==> src/abmc_pkg.sv <==
package abmc_pkg;

  // Command codes carried in the cmd field
  localparam logic [1:0] CMD_TICK   = 2'd0;
  localparam logic [1:0] CMD_ENABLE = 2'd1;
  localparam logic [1:0] CMD_SNOOZE = 2'd2;

  // Configuration register indexes
  localparam logic [2:0] REG_ALARM_MINUTE     = 3'd0;
  localparam logic [2:0] REG_MELODY_SELECT    = 3'd1;
  localparam logic [2:0] REG_SNOOZE_MINUTES   = 3'd2;
  localparam logic [2:0] REG_MAX_BUZZ_MINUTES = 3'd3;
  localparam logic [2:0] REG_LED_SLOW_HALF_MS = 3'd4;
  localparam logic [2:0] REG_LED_FAST_HALF_MS = 3'd5;

  localparam int CFG_INDEX_W = 3;
  localparam int CFG_DATA_W  = 11;

  localparam logic [23:0] MS_PER_MINUTE = 24'd60000;
  localparam logic [10:0] HALF_DAY      = 11'd720;
  localparam logic [10:0] FULL_DAY      = 11'd1440;

  // Melody ROM
  localparam int MELODY_ROWS = 7;
  localparam int ROW_WORDS   = 7;
  localparam int ROM_ROWS    = 7;
  localparam int ROWS_USED   = (MELODY_ROWS < ROM_ROWS) ? MELODY_ROWS : ROM_ROWS;
  localparam logic [2:0] LAST_ROW = 3'(ROWS_USED - 1);

  localparam logic [15:0] TUNE_ROM [ROM_ROWS][ROW_WORDS] = '{
    '{16'd200, 16'd2800, 16'd1, 16'd0,   16'd0,   16'd1, 16'd5 },
    '{16'd200, 16'd1300, 16'd1, 16'd0,   16'd0,   16'd1, 16'd10},
    '{16'd200, 16'd800,  16'd1, 16'd0,   16'd0,   16'd1, 16'd15},
    '{16'd200, 16'd300,  16'd1, 16'd0,   16'd0,   16'd1, 16'd30},
    '{16'd100, 16'd200,  16'd1, 16'd0,   16'd0,   16'd1, 16'd40},
    '{16'd100, 16'd100,  16'd1, 16'd0,   16'd0,   16'd1, 16'd60},
    '{16'd0,   16'd1000, 16'd1, 16'd200, 16'd800, 16'd1, 16'd1 }
  };

  function automatic logic [15:0] tune_word(input logic [2:0] row, input logic [2:0] col);
    logic [15:0] w;
    w = 16'd0;
    if ((32'(row) < ROM_ROWS) && (32'(col) < ROW_WORDS)) begin
      w = TUNE_ROM[row][col];
    end
    return w;
  endfunction

  typedef struct packed {
    logic [1:0]  cmd;
    logic        enable_value;
    logic [10:0] rtc_minute;
    logic        setting_alarm;
  } in_item_t;

  typedef struct packed {
    logic buzzer_on;
    logic led_on;
    logic alarm_enabled;
    logic alarm_sounding;
    logic snooze_active;
  } out_item_t;

  // Decoded configuration; minute limits already scaled to ms
  typedef struct packed {
    logic [10:0] alarm_minute;
    logic [10:0] alarm_half;
    logic [2:0]  melody_select;
    logic [23:0] snooze_limit;
    logic [23:0] buzz_limit;
    logic [9:0]  led_slow;
    logic [9:0]  led_fast;
  } cfg_t;

  typedef struct packed {
    logic [2:0]  step;
    logic [15:0] sub_count;
    logic [15:0] row_count;
    logic [2:0]  row;
    logic        tone_phase;
    logic        pending_on;
    logic        buzzer;
    logic [15:0] tone_ms;
  } mel_state_t;

endpackage

==> src/abmc_cfg.sv <==
module abmc_cfg (
  input  logic                            clk,
  input  logic                            rst_n,
  input  logic                            cfg_wr_en,
  input  logic [abmc_pkg::CFG_INDEX_W-1:0] cfg_index,
  input  logic [abmc_pkg::CFG_DATA_W-1:0]  cfg_wdata,
  output abmc_pkg::cfg_t                  cfg
);
  import abmc_pkg::*;

  cfg_t cfg_r;
  cfg_t cfg_nxt;
  logic [10:0] half_nxt;

  always_comb begin
    if (cfg_wdata >= FULL_DAY) begin
      half_nxt = cfg_wdata - FULL_DAY;
    end else if (cfg_wdata >= HALF_DAY) begin
      half_nxt = cfg_wdata - HALF_DAY;
    end else begin
      half_nxt = cfg_wdata;
    end
  end

  always_comb begin
    cfg_nxt = cfg_r;
    if (cfg_wr_en) begin
      case (cfg_index)
        REG_ALARM_MINUTE: begin
          cfg_nxt.alarm_minute = cfg_wdata;
          cfg_nxt.alarm_half   = half_nxt;
        end
        REG_MELODY_SELECT:    cfg_nxt.melody_select = cfg_wdata[2:0];
        REG_SNOOZE_MINUTES:   cfg_nxt.snooze_limit = 24'(cfg_wdata[7:0]) * MS_PER_MINUTE;
        REG_MAX_BUZZ_MINUTES: cfg_nxt.buzz_limit = 24'(cfg_wdata[7:0]) * MS_PER_MINUTE;
        REG_LED_SLOW_HALF_MS: cfg_nxt.led_slow = cfg_wdata[9:0];
        REG_LED_FAST_HALF_MS: cfg_nxt.led_fast = cfg_wdata[9:0];
        default: ;
      endcase
    end
  end

  always_ff @(posedge clk) begin
    if (!rst_n) begin
      cfg_r.alarm_minute  <= 11'd0;
      cfg_r.alarm_half    <= 11'd0;
      cfg_r.melody_select <= 3'd0;
      cfg_r.snooze_limit  <= 24'd300000;
      cfg_r.buzz_limit    <= 24'd180000;
      cfg_r.led_slow      <= 10'd500;
      cfg_r.led_fast      <= 10'd125;
    end else begin
      cfg_r <= cfg_nxt;
    end
  end

  assign cfg = cfg_r;

endmodule

==> src/abmc_melody.sv <==
module abmc_melody (
  input  abmc_pkg::mel_state_t mel_in,
  input  logic [2:0]           melody_select,
  output abmc_pkg::mel_state_t mel_out
);
  import abmc_pkg::*;

  mel_state_t m;
  logic [2:0]  sel_row;
  logic [15:0] len;

  always_comb begin
    m   = mel_in;
    sel_row = melody_select - 3'd1;
    len = 16'd0;

    if (melody_select != 3'd0) begin
      m.row = (32'(sel_row) < ROWS_USED) ? sel_row : LAST_ROW;
    end
    if (32'(m.row) >= ROWS_USED) begin
      m.row = LAST_ROW;
    end
    if (m.step > 3'd6) begin
      m.step = 3'd0;
    end

    // end of an on/off pair: repeat it or move on
    if ((m.step == 3'd2) || (m.step == 3'd5)) begin
      m.sub_count = m.sub_count + 16'd1;
      if (m.sub_count >= tune_word(m.row, m.step)) begin
        m.step      = m.step + 3'd1;
        m.sub_count = 16'd0;
      end else begin
        m.step = m.step - 3'd2;
      end
    end

    // end of a row
    if (m.step == 3'd6) begin
      if (melody_select == 3'd0) begin
        m.row_count = m.row_count + 16'd1;
        if (m.row_count >= tune_word(m.row, 3'd6)) begin
          if (32'(m.row) + 1 < ROWS_USED) begin
            m.row = m.row + 3'd1;
          end
          m.row_count = 16'd0;
        end
      end
      m.step = 3'd0;
    end

    len = tune_word(m.row, m.step);

    // buzzer comes on one tick after an on phase begins
    if (m.pending_on) begin
      m.pending_on = 1'b0;
      if (len != 16'd0) begin
        m.buzzer = 1'b1;
      end
    end

    if (m.tone_ms >= len) begin
      m.tone_phase = !m.tone_phase;
      if (m.tone_phase) begin
        m.pending_on = 1'b1;
      end else begin
        m.buzzer = 1'b0;
      end
      m.tone_ms = 16'd0;
      m.step    = m.step + 3'd1;
    end

    mel_out = m;
  end

endmodule

==> src/abmc_ctrl.sv <==
module abmc_ctrl (
  input  logic                clk,
  input  logic                rst_n,
  input  logic                step_en,
  input  abmc_pkg::in_item_t  item,
  input  abmc_pkg::cfg_t      cfg,
  output abmc_pkg::out_item_t result
);
  import abmc_pkg::*;

  logic        armed_r, armed_nxt;
  logic        sounding_r, sounding_nxt;
  logic        snoozing_r, snoozing_nxt;
  logic        led_r, led_nxt;
  logic [9:0]  led_ms_r, led_ms_nxt;
  logic [23:0] sound_ms_r, sound_ms_nxt;
  logic [23:0] snooze_ms_r, snooze_ms_nxt;
  mel_state_t  mel_r, mel_nxt;

  mel_state_t  mel_tick;
  mel_state_t  mel_played;
  logic        alarm_match;
  logic        led_blink;
  logic [9:0]  led_limit;

  assign alarm_match = (cfg.alarm_minute == item.rtc_minute) ||
                       (cfg.alarm_half == item.rtc_minute);

  always_comb begin
    mel_tick = mel_r;
    mel_tick.tone_ms = (mel_r.tone_ms != 16'hFFFF) ? mel_r.tone_ms + 16'd1 : mel_r.tone_ms;
  end

  abmc_melody u_melody (
    .mel_in        (mel_tick),
    .melody_select (cfg.melody_select),
    .mel_out       (mel_played)
  );

  always_comb begin
    armed_nxt     = armed_r;
    sounding_nxt  = sounding_r;
    snoozing_nxt  = snoozing_r;
    led_nxt       = led_r;
    led_ms_nxt    = led_ms_r;
    sound_ms_nxt  = sound_ms_r;
    snooze_ms_nxt = snooze_ms_r;
    mel_nxt       = mel_r;
    led_blink     = 1'b0;
    led_limit     = cfg.led_slow;

    case (item.cmd)
      CMD_TICK: begin
        led_ms_nxt    = (led_ms_r != 10'h3FF) ? led_ms_r + 10'd1 : led_ms_r;
        sound_ms_nxt  = (sound_ms_r != 24'hFFFFFF) ? sound_ms_r + 24'd1 : sound_ms_r;
        snooze_ms_nxt = (snooze_ms_r != 24'hFFFFFF) ? snooze_ms_r + 24'd1 : snooze_ms_r;
        mel_nxt       = mel_tick;

        if (sounding_r) begin
          mel_nxt = mel_played;
          if (sound_ms_nxt >= cfg.buzz_limit) begin
            armed_nxt          = 1'b0;
            sounding_nxt       = 1'b0;
            snoozing_nxt       = 1'b0;
            mel_nxt.tone_phase = 1'b0;
            mel_nxt.buzzer     = 1'b0;
          end
        end else if (!snoozing_r && armed_r && alarm_match) begin
          sounding_nxt       = 1'b1;
          snoozing_nxt       = 1'b0;
          mel_nxt.pending_on = 1'b1;
          mel_nxt.tone_phase = 1'b1;
          mel_nxt.row_count  = 16'd0;
          mel_nxt.sub_count  = 16'd0;
          mel_nxt.step       = 3'd0;
          mel_nxt.row        = 3'd0;
          mel_nxt.tone_ms    = 16'd0;
          sound_ms_nxt       = 24'd0;
        end

        // snooze expiry sounds the alarm again
        if (snoozing_nxt && (snooze_ms_nxt >= cfg.snooze_limit)) begin
          sounding_nxt       = 1'b1;
          snoozing_nxt       = 1'b0;
          mel_nxt.pending_on = 1'b1;
          mel_nxt.tone_phase = 1'b1;
          mel_nxt.row_count  = 16'd0;
          mel_nxt.sub_count  = 16'd0;
          mel_nxt.step       = 3'd0;
          mel_nxt.row        = 3'd0;
          mel_nxt.tone_ms    = 16'd0;
          sound_ms_nxt       = 24'd0;
        end

        if (item.setting_alarm) begin
          led_blink = 1'b1;
          led_limit = cfg.led_slow;
        end else if (snoozing_nxt) begin
          led_blink = 1'b1;
          led_limit = cfg.led_fast;
        end else begin
          led_nxt = armed_nxt;
        end
        if (led_blink && (led_ms_nxt >= led_limit)) begin
          led_nxt    = !led_r;
          led_ms_nxt = 10'd0;
        end
      end
      CMD_ENABLE: begin
        armed_nxt = item.enable_value;
        if (!item.enable_value) begin
          sounding_nxt       = 1'b0;
          snoozing_nxt       = 1'b0;
          mel_nxt.tone_phase = 1'b0;
          mel_nxt.buzzer     = 1'b0;
        end
      end
      CMD_SNOOZE: begin
        armed_nxt          = 1'b1;
        sounding_nxt       = 1'b0;
        snoozing_nxt       = 1'b1;
        mel_nxt.tone_phase = 1'b0;
        mel_nxt.buzzer     = 1'b0;
        snooze_ms_nxt      = 24'd0;
      end
      default: ;
    endcase
  end

  always_ff @(posedge clk) begin
    if (!rst_n) begin
      armed_r     <= 1'b0;
      sounding_r  <= 1'b0;
      snoozing_r  <= 1'b0;
      led_r       <= 1'b0;
      led_ms_r    <= 10'd0;
      sound_ms_r  <= 24'd0;
      snooze_ms_r <= 24'd0;
      mel_r       <= '0;
    end else if (step_en) begin
      armed_r     <= armed_nxt;
      sounding_r  <= sounding_nxt;
      snoozing_r  <= snoozing_nxt;
      led_r       <= led_nxt;
      led_ms_r    <= led_ms_nxt;
      sound_ms_r  <= sound_ms_nxt;
      snooze_ms_r <= snooze_ms_nxt;
      mel_r       <= mel_nxt;
    end
  end

  assign result.buzzer_on      = mel_nxt.buzzer;
  assign result.led_on         = led_nxt;
  assign result.alarm_enabled  = armed_nxt;
  assign result.alarm_sounding = sounding_nxt;
  assign result.snooze_active  = snoozing_nxt;

endmodule

==> src/alarm_buzzer_melody_controller.sv <==
// Alarm clock buzzer and LED controller.
// Input channel (in_valid / in_stall / in_data): one command per transfer, a
// 1 ms tick, an enable write or a snooze request. Every command yields exactly
// one result on the output channel (out_valid / out_stall / out_data) holding
// the buzzer, LED and status levels after that command.
// Configuration (cfg_wr_en / cfg_index / cfg_wdata) must be written only while
// the block is idle (the block itself does not enforce this); minute limits
// are scaled to milliseconds as they are written. A command in the input
// register is processed when the result register can take it.
// Throughput: one command per cycle while out_stall is low; state update and
// melody ROM step are one pass of logic between input and result registers.
// When the receiver stalls, the result register holds and one more command may
// wait in the input register; in_stall rises only when both are full and
// out_stall is high.
// Reset (rst_n low, synchronous) clears all flags, counters and the melody
// position, empties both registers and restores the register defaults.
module alarm_buzzer_melody_controller (
  input  logic                             clk,
  input  logic                             rst_n,
  input  logic                             in_valid,
  output logic                             in_stall,
  input  abmc_pkg::in_item_t               in_data,
  output logic                             out_valid,
  input  logic                             out_stall,
  output abmc_pkg::out_item_t              out_data,
  input  logic                             cfg_wr_en,
  input  logic [abmc_pkg::CFG_INDEX_W-1:0] cfg_index,
  input  logic [abmc_pkg::CFG_DATA_W-1:0]  cfg_wdata
);
  import abmc_pkg::*;

  logic      s1_valid_r, s1_valid_nxt;
  in_item_t  s1_item_r;
  logic      out_valid_r, out_valid_nxt;
  out_item_t out_item_r;
  out_item_t result;
  cfg_t      cfg;
  logic      advance;
  logic      in_xfer;

  assign advance  = s1_valid_r && (!out_valid_r || !out_stall);
  assign in_stall = s1_valid_r && out_valid_r && out_stall;
  assign in_xfer  = in_valid && !in_stall;

  abmc_cfg u_cfg (
    .clk       (clk),
    .rst_n     (rst_n),
    .cfg_wr_en (cfg_wr_en),
    .cfg_index (cfg_index),
    .cfg_wdata (cfg_wdata),
    .cfg       (cfg)
  );

  abmc_ctrl u_ctrl (
    .clk     (clk),
    .rst_n   (rst_n),
    .step_en (advance),
    .item    (s1_item_r),
    .cfg     (cfg),
    .result  (result)
  );

  always_comb begin
    s1_valid_nxt = s1_valid_r;
    if (in_xfer) begin
      s1_valid_nxt = 1'b1;
    end else if (advance) begin
      s1_valid_nxt = 1'b0;
    end

    out_valid_nxt = out_valid_r;
    if (advance) begin
      out_valid_nxt = 1'b1;
    end else if (!out_stall) begin
      out_valid_nxt = 1'b0;
    end
  end

  always_ff @(posedge clk) begin
    if (!rst_n) begin
      s1_valid_r  <= 1'b0;
      out_valid_r <= 1'b0;
    end else begin
      s1_valid_r  <= s1_valid_nxt;
      out_valid_r <= out_valid_nxt;
    end
  end

  always_ff @(posedge clk) begin
    if (in_xfer) begin
      s1_item_r <= in_data;
    end
    if (advance) begin
      out_item_r <= result;
    end
  end

  assign out_valid = out_valid_r;
  assign out_data  = out_item_r;

endmodule

==> config.mk <==
export PLATFORM = sky130hd
export DESIGN_NAME = alarm_buzzer_melody_controller
export DESIGN_NICKNAME = d
export VERILOG_FILES = /design/src/abmc_pkg.sv /design/src/abmc_cfg.sv /design/src/abmc_melody.sv /design/src/abmc_ctrl.sv /design/src/alarm_buzzer_melody_controller.sv
export SDC_FILE = /design/constraint.sdc
export NUM_CORES = 1
export LEC_CHECK = 0
export BUFFER_PORTS_ARGS = -buffer_cell sky130_fd_sc_hd__buf_2
export CAP_MARGIN = 20
export CORE_MARGIN = 3
export CORE_UTILIZATION = 55
export CTS_BUF_LIST = sky130_fd_sc_hd__clkbuf_4 sky130_fd_sc_hd__clkbuf_8 sky130_fd_sc_hd__clkbuf_16
export DETAILED_ROUTE_END_ITERATION = 10
export PLACE_DENSITY = 0.7
export SETUP_SLACK_MARGIN = 0.02
export SYNTH_ARGS = -nofsm -noshare
export SYNTH_HDL_FRONTEND = slang
export SYNTH_SLANG_ARGS = --single-unit
==> constraint.sdc <==
create_clock -name clk -period 10.3 [get_ports clk]
set_input_delay 2.06 -clock clk [delete_from_list [all_inputs] [get_ports clk]]
set_output_delay 2.06 -clock clk [all_outputs]
set_load 0.005 [all_outputs]
After elaboration in Yosys (flattened, before gate mapping)
Memory sizes are Yosys's and may differ from the RTL's.
Index checks and enable logic that the tools add are counted.
{"block": "totals", "inputBits": 34, "mem_bits_ro": 1792, "out_inout_bits": 7, "regBits": 224, "mem_count": 2, "ram_bits": 0, "wordCells": 226, "latch_bits": 0}
{"block": "classes", "order_cmp": 20, "n_div": 0, "n_shift": 0, "n_reduce_logical": 40, "n_bitwise": 4, "n_eq_ne": 23, "muxes": 89, "add_sub_neg": 14, "mul": 1}
{"name": "(no name shown)", "depth": 8, "width": 112, "rd": 1, "rd_clocked_by_memory_dff": 0, "write_ports": 0, "line": "abmc_pkg.sv:44", "text": "w = TUNE_ROM[row][col];"}
{"name": "(no name shown)", "depth": 8, "width": 112, "rd": 1, "rd_clocked_by_memory_dff": 0, "write_ports": 0, "line": "abmc_pkg.sv:44"}
{"op": "$mux 112", "n": 4}
{"op": "$mux 16", "n": 15}
{"op": "$mux 24", "n": 5}
{"op": "$mux 40", "n": 3}
{"op": "$bmux 16 s3", "n": 2}
{"op": "$mux 19", "n": 5}
{"op": "$mux 10", "n": 5}
{"op": "$add 16x1->16 const B", "n": 3}
{"op": "$add 24x1->24 const B", "n": 2}
{"op": "$ge 16x16->1", "n": 3}
{"op": "$ge 24x24->1", "n": 2}
{"op": "$ne 24x24->1 const B", "n": 2}
{"op": "$pmux 24 s2", "n": 1}
{"op": "$mux 1", "n": 34}
{"op": "$mux 3", "n": 8}
{"op": "$eq 11x11->1", "n": 2}
{"op": "$mux 11", "n": 2}
{"op": "$mul 8x11->19 const B", "n": 1}
{"op": "$ge 4x4->1 const B", "n": 4}
{"op": "$ne 16x16->1 const B", "n": 1}
{"op": "$not 3->4", "n": 4}
{"op": "$reduce_and 2->1", "n": 8}
{"op": "$reduce_bool 16->1", "n": 1}
{"op": "$lt 3x3->1 const B", "n": 5}
{"op": "other kinds (35)", "n": 69}

Logic depth before layout (Yosys ltp)
{"block": "depth", "word_depth": 41, "ltp_mapped": 38, "depth_no_buf": 36}

Modules after synthesis
Synthesis repeated with hierarchy kept, for this count alone.
{"block": "hier_totals", "hier_cells": 2091, "hier_area_um2": 17097.6}
{"module": "abmc_ctrl", "area_each_um2": 8044.0, "n_inst": 1, "seq_area_each_um2": 2382.3, "cells_per_inst": 989}
{"module": "abmc_cfg", "area_each_um2": 5252.5, "n_inst": 1, "seq_area_each_um2": 1581.5, "cells_per_inst": 597}
{"module": "abmc_melody", "area_each_um2": 3116.7, "n_inst": 1, "seq_area_each_um2": 0.0, "cells_per_inst": 477}
{"module": "alarm_buzzer_melody_controller", "area_each_um2": 684.4, "n_inst": 1, "seq_area_each_um2": 640.6, "cells_per_inst": 28}

Worst setup path before layout
No wires, ideal clock.
{"block": "synth_timing", "path_type": "flip-flop to flip-flop", "start": "register u_cfg.cfg[68] (netlist name)", "end": "register u_ctrl.mel_r[0] in the netlist's numbering", "period_less_slack_ps": 7150, "path_slack_ps": 3150, "n_path_buf": 2, "path_stages_with_launch": 36, "t_arrival_ps": 7088, "cell_sequence": "dfxtp_1 > inv_1 > ha_1 > nand2b_1 > clkbuf_1 > nor2_1 > a21oi_1 > inv_1 > nor2_1 > nor2_1 > o21ai_0 > o21ai_0 > a2111oi_0 > a21oi_1 > ha_1 > o21ai_0 > o211a_1 > o211ai_1 > nor2_2 > a311oi_2 > o21ai_2 > nor4b_1 > a21oi_1 > ha_1 > nand2b_1 > a21o_1 > a21o_1 > a21o_1 > a21o_1 > a21o_1 > a21oi_1 > o21ai_1 > a211oi_2 > buf_2 > nand4b_1 > nand3_1"}
{"block": "synth_between", "elab_chain_cells": 32, "word_cells_on_any_way": 51, "classes_between": "3 x add/sub; 9 x order compare; 1 x eq/ne; 29 x mux; 3 x bitwise; 4 x reduce/logical; 2 x memory"}
{"element": "$sub 3x1->3", "line": "abmc_melody.sv:14", "text": "sel_row = melody_select - 3'd1;"}
{"element": "$lt 3x3->1", "line": "abmc_melody.sv:18", "text": "m.row = (32'(sel_row) < ROWS_USED) ? sel_row : LAST_ROW;"}
{"element": "$mux 3", "line": "abmc_melody.sv:18"}
{"element": "$mux 3", "line": "abmc_melody.sv:17", "text": "if (melody_select != 3'd0) begin"}
{"element": "$ge 3x3->1", "line": "abmc_melody.sv:20", "text": "if (32'(m.row) >= ROWS_USED) begin"}
{"element": "$mux 3", "line": "abmc_melody.sv:20"}
{"element": "$not 3->4 (implied by the code)", "line": "abmc_pkg.sv:44"}
{"element": "$mem_v2 8x112"}
{"element": "[14 not listed]"}
{"element": "$mux 112 (implied by the code) (2 in series)", "line": "abmc_pkg.sv:44"}
{"element": "$bmux 16 s3", "line": "abmc_pkg.sv:44"}
{"element": "$mux 16 (implied by the code) (2 in series)", "line": "abmc_pkg.sv:44"}
{"element": "$mux 16 *", "line": "abmc_pkg.sv:43", "text": "if ((32'(row) < ROM_ROWS) && (32'(col) < ROW_WORDS)) begin"}
{"element": "$ge 16x16->1 *", "line": "abmc_melody.sv:62", "text": "if (m.tone_ms >= len) begin"}
{"element": "$mux 19 *", "line": "abmc_melody.sv:62"}
{"element": "$mux 16 *", "line": "abmc_ctrl.sv:59", "text": "if (sounding_r) begin"}
{"element": "$mux 16 *", "line": "abmc_ctrl.sv:82", "text": "if (snoozing_nxt && (snooze_ms_nxt >= cfg.snooze_limit)) begin"}
{"element": "end signal, assigned", "line": "abmc_ctrl.sv:148", "text": "mel_r <= mel_nxt;"}
{"element": "end, declared", "line": "abmc_ctrl.sv:18", "text": "mel_state_t mel_r, mel_nxt;"}
Mark *: on every way between the ends. The rest lies on a longest branch, timed or not. The select of a mux whose other input is x is not followed.
A chain may end at the register's enable or synchronous reset.

Final worst setup path
{"block": "layout_timing", "start": "register u_cfg.cfg[68] (netlist name)", "end": "register u_ctrl.mel_r[12] in the netlist's numbering"}
{"block": "layout_between", "elab_chain_cells": 32, "word_cells_on_any_way": 51, "classes_between": "3 x add/sub; 9 x order compare; 1 x eq/ne; 29 x mux; 3 x bitwise; 4 x reduce/logical; 2 x memory"}
{"element": "$sub 3x1->3", "line": "abmc_melody.sv:14"}
{"element": "$lt 3x3->1", "line": "abmc_melody.sv:18"}
{"element": "$mux 3", "line": "abmc_melody.sv:18"}
{"element": "$mux 3", "line": "abmc_melody.sv:17"}
{"element": "$ge 3x3->1", "line": "abmc_melody.sv:20"}
{"element": "$mux 3", "line": "abmc_melody.sv:20"}
{"element": "$not 3->4 (implied by the code)", "line": "abmc_pkg.sv:44"}
{"element": "$mem_v2 8x112"}
{"element": "[14 not listed]"}
{"element": "$mux 112 (implied by the code) (2 in series)", "line": "abmc_pkg.sv:44"}
{"element": "$bmux 16 s3", "line": "abmc_pkg.sv:44"}
{"element": "$mux 16 (implied by the code) (2 in series)", "line": "abmc_pkg.sv:44"}
{"element": "$mux 16 *", "line": "abmc_pkg.sv:43"}
{"element": "$ge 16x16->1 *", "line": "abmc_melody.sv:62"}
{"element": "$mux 19 *", "line": "abmc_melody.sv:62"}
{"element": "$mux 16 *", "line": "abmc_ctrl.sv:59"}
{"element": "$mux 16 *", "line": "abmc_ctrl.sv:82"}
Marked as above.

==> impl_metrics.csv <==
group,metric,value,unit
outcome,status,"completed",
floorplan,start_util,56.1,%
routing,vias_per_cell,5.92,
pwr,peakVddDrop,0.147,mV
pwr,p_per_area,134,nW/um^2
synthesis,syn_area_per_cell,8.14,sq um
clock_network,cts_max_path_buffers,3,
clock_network,cts_buffers,26,
routing,drt_wl_total,39.2,mm
routing,vias,13700,
sta,slew-limit-headroom,27.8,%
worst_hold_path,whs_endpoint,"u_ctrl.sound_ms_r[10]$_SDFFE_PN0P_",
placement,place_congestion,0.913,
sta,slew_violations,0,
synthesis,synth_cell_types,93,
cells_and_area,fill_cells,2555,
clock_network,post_cts_buffers,0,
sta,fin_hold_ws,0.451,ns
synthesis,synth-compound-area-share,18.7,%
placement,place_hpwl,28.3,mm
synthesis,ys_warn_count,0,
setup_path,setup.worst_path.start_class,"register",
floorplan,dieWidth,175,microns
synthesis,synthXorXnorAreaFrac,6.64,%
placement,place_area,16100,sq um
setup_path,cp_max_fo,19,
synthesis,synthFlopType,"dfxtp_1",
worst_hold_path,holdPathStages,2,
synthesis,synthesis.nets,2140,
setup_path,cp_slowest_cell,"xnor2_1",
floorplan,coreArea,27900,sq um
synthesis,synth_top_area_cell,"dfxtp_1",
sta,worstMarginPinSlew,1.08,ns
sta,fin_crit,8.47,ns
sta,finalCritPeriodShare,82.3,%
flow_run,cap_violations,0,
grt,grt_overflow,0,
clock_network,cts_root_buf,"clkbuf_16",
routing,dr.pass1.iters,7,
synthesis,synth_edf_count,20,
routing,routedWlPerCell,16.9,microns
clock_network,cts_tree,"yes",
routing,drc,0,
worst_hold_path,hold_start,"u_ctrl.sound_ms_r[10]$_SDFFE_PN0P_",
cells_and_area,fin_area,17000,sq um
placement,io_buffers,40,
sta,setup_viol,0,
routing,drt_iter0_markers,1136,
sta,grt_setup_unrepaired,"no",
synthesis,synth_cells,1925,
cells_and_area,multi_input_comb_area,10300,sq um
placement,placed_cells,2274,
synthesis,synth_async_sr_flop_share,0,%
setup_path,slowest_delay,0.76,ns
grt,grt_max_degree,85,
floorplan,ios,41,
grt,track_usage,25.2,%
synthesis,synth_simple_gate_area_share,22.3,%
cells_and_area,final_cells,2323,
clock_network,clk_latency,0.55,ns
cells_and_area,final_nets,2140,
setup_path,end_kind,"register",
setup_path,rr_worst_depth,36,
synthesis,synth_fa_ha_area_share,15.5,%
setup_path,critPathRequiredTime,10.76,ns
cells_and_area,fin_util,60.9,%
routing,ant_nets,0,
sta,tns,0,ns
grt,grt_pass1_wl,64.9,mm
cells_and_area,layout_common_cells,"nand2_1 (228), dfxtp_1 (200), nor2_1 (162)",
clock_network,clkTransAtPathRegs,0.06,ns
clock_network,cts.sinks,220,
setup_path,path_buf_inv,3,
synthesis,syn_area,15700,sq um
grt,antenna_found_initial,0,
sta,fin_worst_skew,0.0184,ns
clock_network,cts_resized,0,
setup_path,cp_top_family,"compound AO/OA/AOI/OAI gates",
cells_and_area,layout.cells.most_common,"nand2_1",
cells_and_area,regArea,4600,sq um
setup_path,reg2reg_to,"u_ctrl.mel_r[12]$_SDFFE_PN0P_",
synthesis,synth_top_family_by_area,"simple AND/OR/NAND/NOR gates",
floorplan,rows,61,
clock_network,cts_hold_buffers,0,
cells_and_area,syn_to_final_growth,8.48,%
grt,grt_pass1_vias,13200,
cells_and_area,drive_gt1_share,7.66,%
worst_hold_path,hp-class,"reg -> reg",
setup_path,cpMostUsedCell,"a21oi_1",
setup_path,r2r_slack,1.83,ns
synthesis,yosysSeqAreaShare,29.4,%
synthesis,muxShareOfSynthArea,2.43,%
setup_path,crit_type,"reg -> reg",
sta,finalHoldViolations,0,
sta,fmax,118,MHz
floorplan,chipHeight,175,microns
clock_network,ctsHtreeMaxLevel,1,
floorplan,die_area,30600,sq um
cells_and_area,diodes,0,
synthesis,synthDominantCellAreaShare,25.5,%
setup_path,r2r-start,"u_cfg.cfg[68]$_SDFFE_PN0P_",
synthesis,synthTopCellsByArea,"dfxtp_1 (26%), ha_1 (13%), nand2_1 (5.5%)",
pwr,p_leak,7.28,nW
setup_path,worstPathArrival,8.93,ns
synthesis,ys_ff_latch,220,
-- cell usage after synthesis (all sizes together) (12+ instances only) --
master / n
nand2: 229
dfxtp: 200
nor2: 165
ha: 159
a21oi: 147
inv: 118
nand3: 86
xnor2: 77
o21ai: 73
clkbuf: 64
nor3: 42
xor2: 41
a21o: 40
nand4: 38
o211ai: 38
and3: 35
a22oi: 25
mux2i: 25
fa: 22
edfxtp: 20
nand2b: 20
nor2b: 20
buf: 18
or3: 16
o21a: 14
a211oi: 13
nor4: 13
o31ai: 13
and2: 12
-- layout make-up --
| cell class | count | area share, % |
|---|---|---|
| Multi-Input combinational cell | 1504 | 60.6 |
| Sequential cell | 220 | 27.1 |
| Inverter | 119 | 2.63 |
| Clock buffer | 34 | 4.29 |
| Clock inverter | 14 | 0.817 |
| Timing Repair Buffer | 54 | 1.83 |
| Tap cell | 378 | 2.78 |
-- worst max-delay path by stage --
stage,start,end,slack [ns],cells past startpoint
after floorplan,u_cfg.cfg[68]$_SDFFE_PN0P_,u_ctrl.mel_r[0]$_SDFFE_PN0P_,3.15,35
after global placement,u_cfg.cfg[68]$_SDFFE_PN0P_,u_ctrl.mel_r[12]$_SDFFE_PN0P_,2.19,33
after detailed placement,u_cfg.cfg[68]$_SDFFE_PN0P_,u_ctrl.mel_r[12]$_SDFFE_PN0P_,1.97,32
after CTS,u_cfg.cfg[68]$_SDFFE_PN0P_,u_ctrl.mel_r[12]$_SDFFE_PN0P_,1.91,32
after global routing,u_cfg.cfg[68]$_SDFFE_PN0P_,u_ctrl.mel_r[12]$_SDFFE_PN0P_,1.0,32
final,u_cfg.cfg[68]$_SDFFE_PN0P_,u_ctrl.mel_r[12]$_SDFFE_PN0P_,1.83,36
-- tightest hold or removal path: stages (launching register included) --
cell	delay (ns)
dfxtp_1	0.30
nand2_1	0.05
a21oi_1	0.05
-- per-layer routing --
layer / routed length (microns) / track usage (%)
met5: 0 / 0
met4: 933 / 6.35
met3: 2120 / 3.78
met2: 17900 / 42.6
met1: 18200 / 33.9
-- sequential cells by signal, indices dropped and copies added (netlist names), 5 cells and up --
signal and flops:
u_cfg.cfg 79, u_ctrl.mel_r 57, u_ctrl.snooze_ms_r 24, u_ctrl.sound_ms_r 24, s1_item_r 15, u_ctrl.led_ms_r 10
out_data 5
-- power breakdown --
| part | total (mW) | switching (mW) | leakage [nW] | internal [mW] |
|---|---|---|---|---|
| clock | 0.931 | 0.380 | 0.440 | 0.551 |
| sequential | 0.896 | 0.0126 | 1.81 | 0.884 |
| combinational | 0.456 | 0.279 | 5.03 | 0.177 |
| total | 2.28 | 0.672 | 7.28 | 1.61 |
-- metrics by stage --
step / setup WS, ns / total power, mW
finish: 1.83 / 2.28
global route: 1.00 / 2.39
CTS: 1.91 / 2.30
detailed placement: 1.97 / 1.36
global placement: 2.19 / 1.36
floorplan: 3.15 / 1.24
-- cell families after synthesis --
| kind of cell | count (synthesis) |
|---|---|
| multiplexers | 36 |
| adder cells (fa/ha/maj) | 181 |
| other | 1 |
| flip-flops | 220 |
| XOR/XNOR | 118 |
| AO/OA/AOI/OAI | 448 |
| buffers and inverters | 201 |
| AND/OR/NAND/NOR | 720 |
No activity file was read; power rests on OpenSTA's default activity.
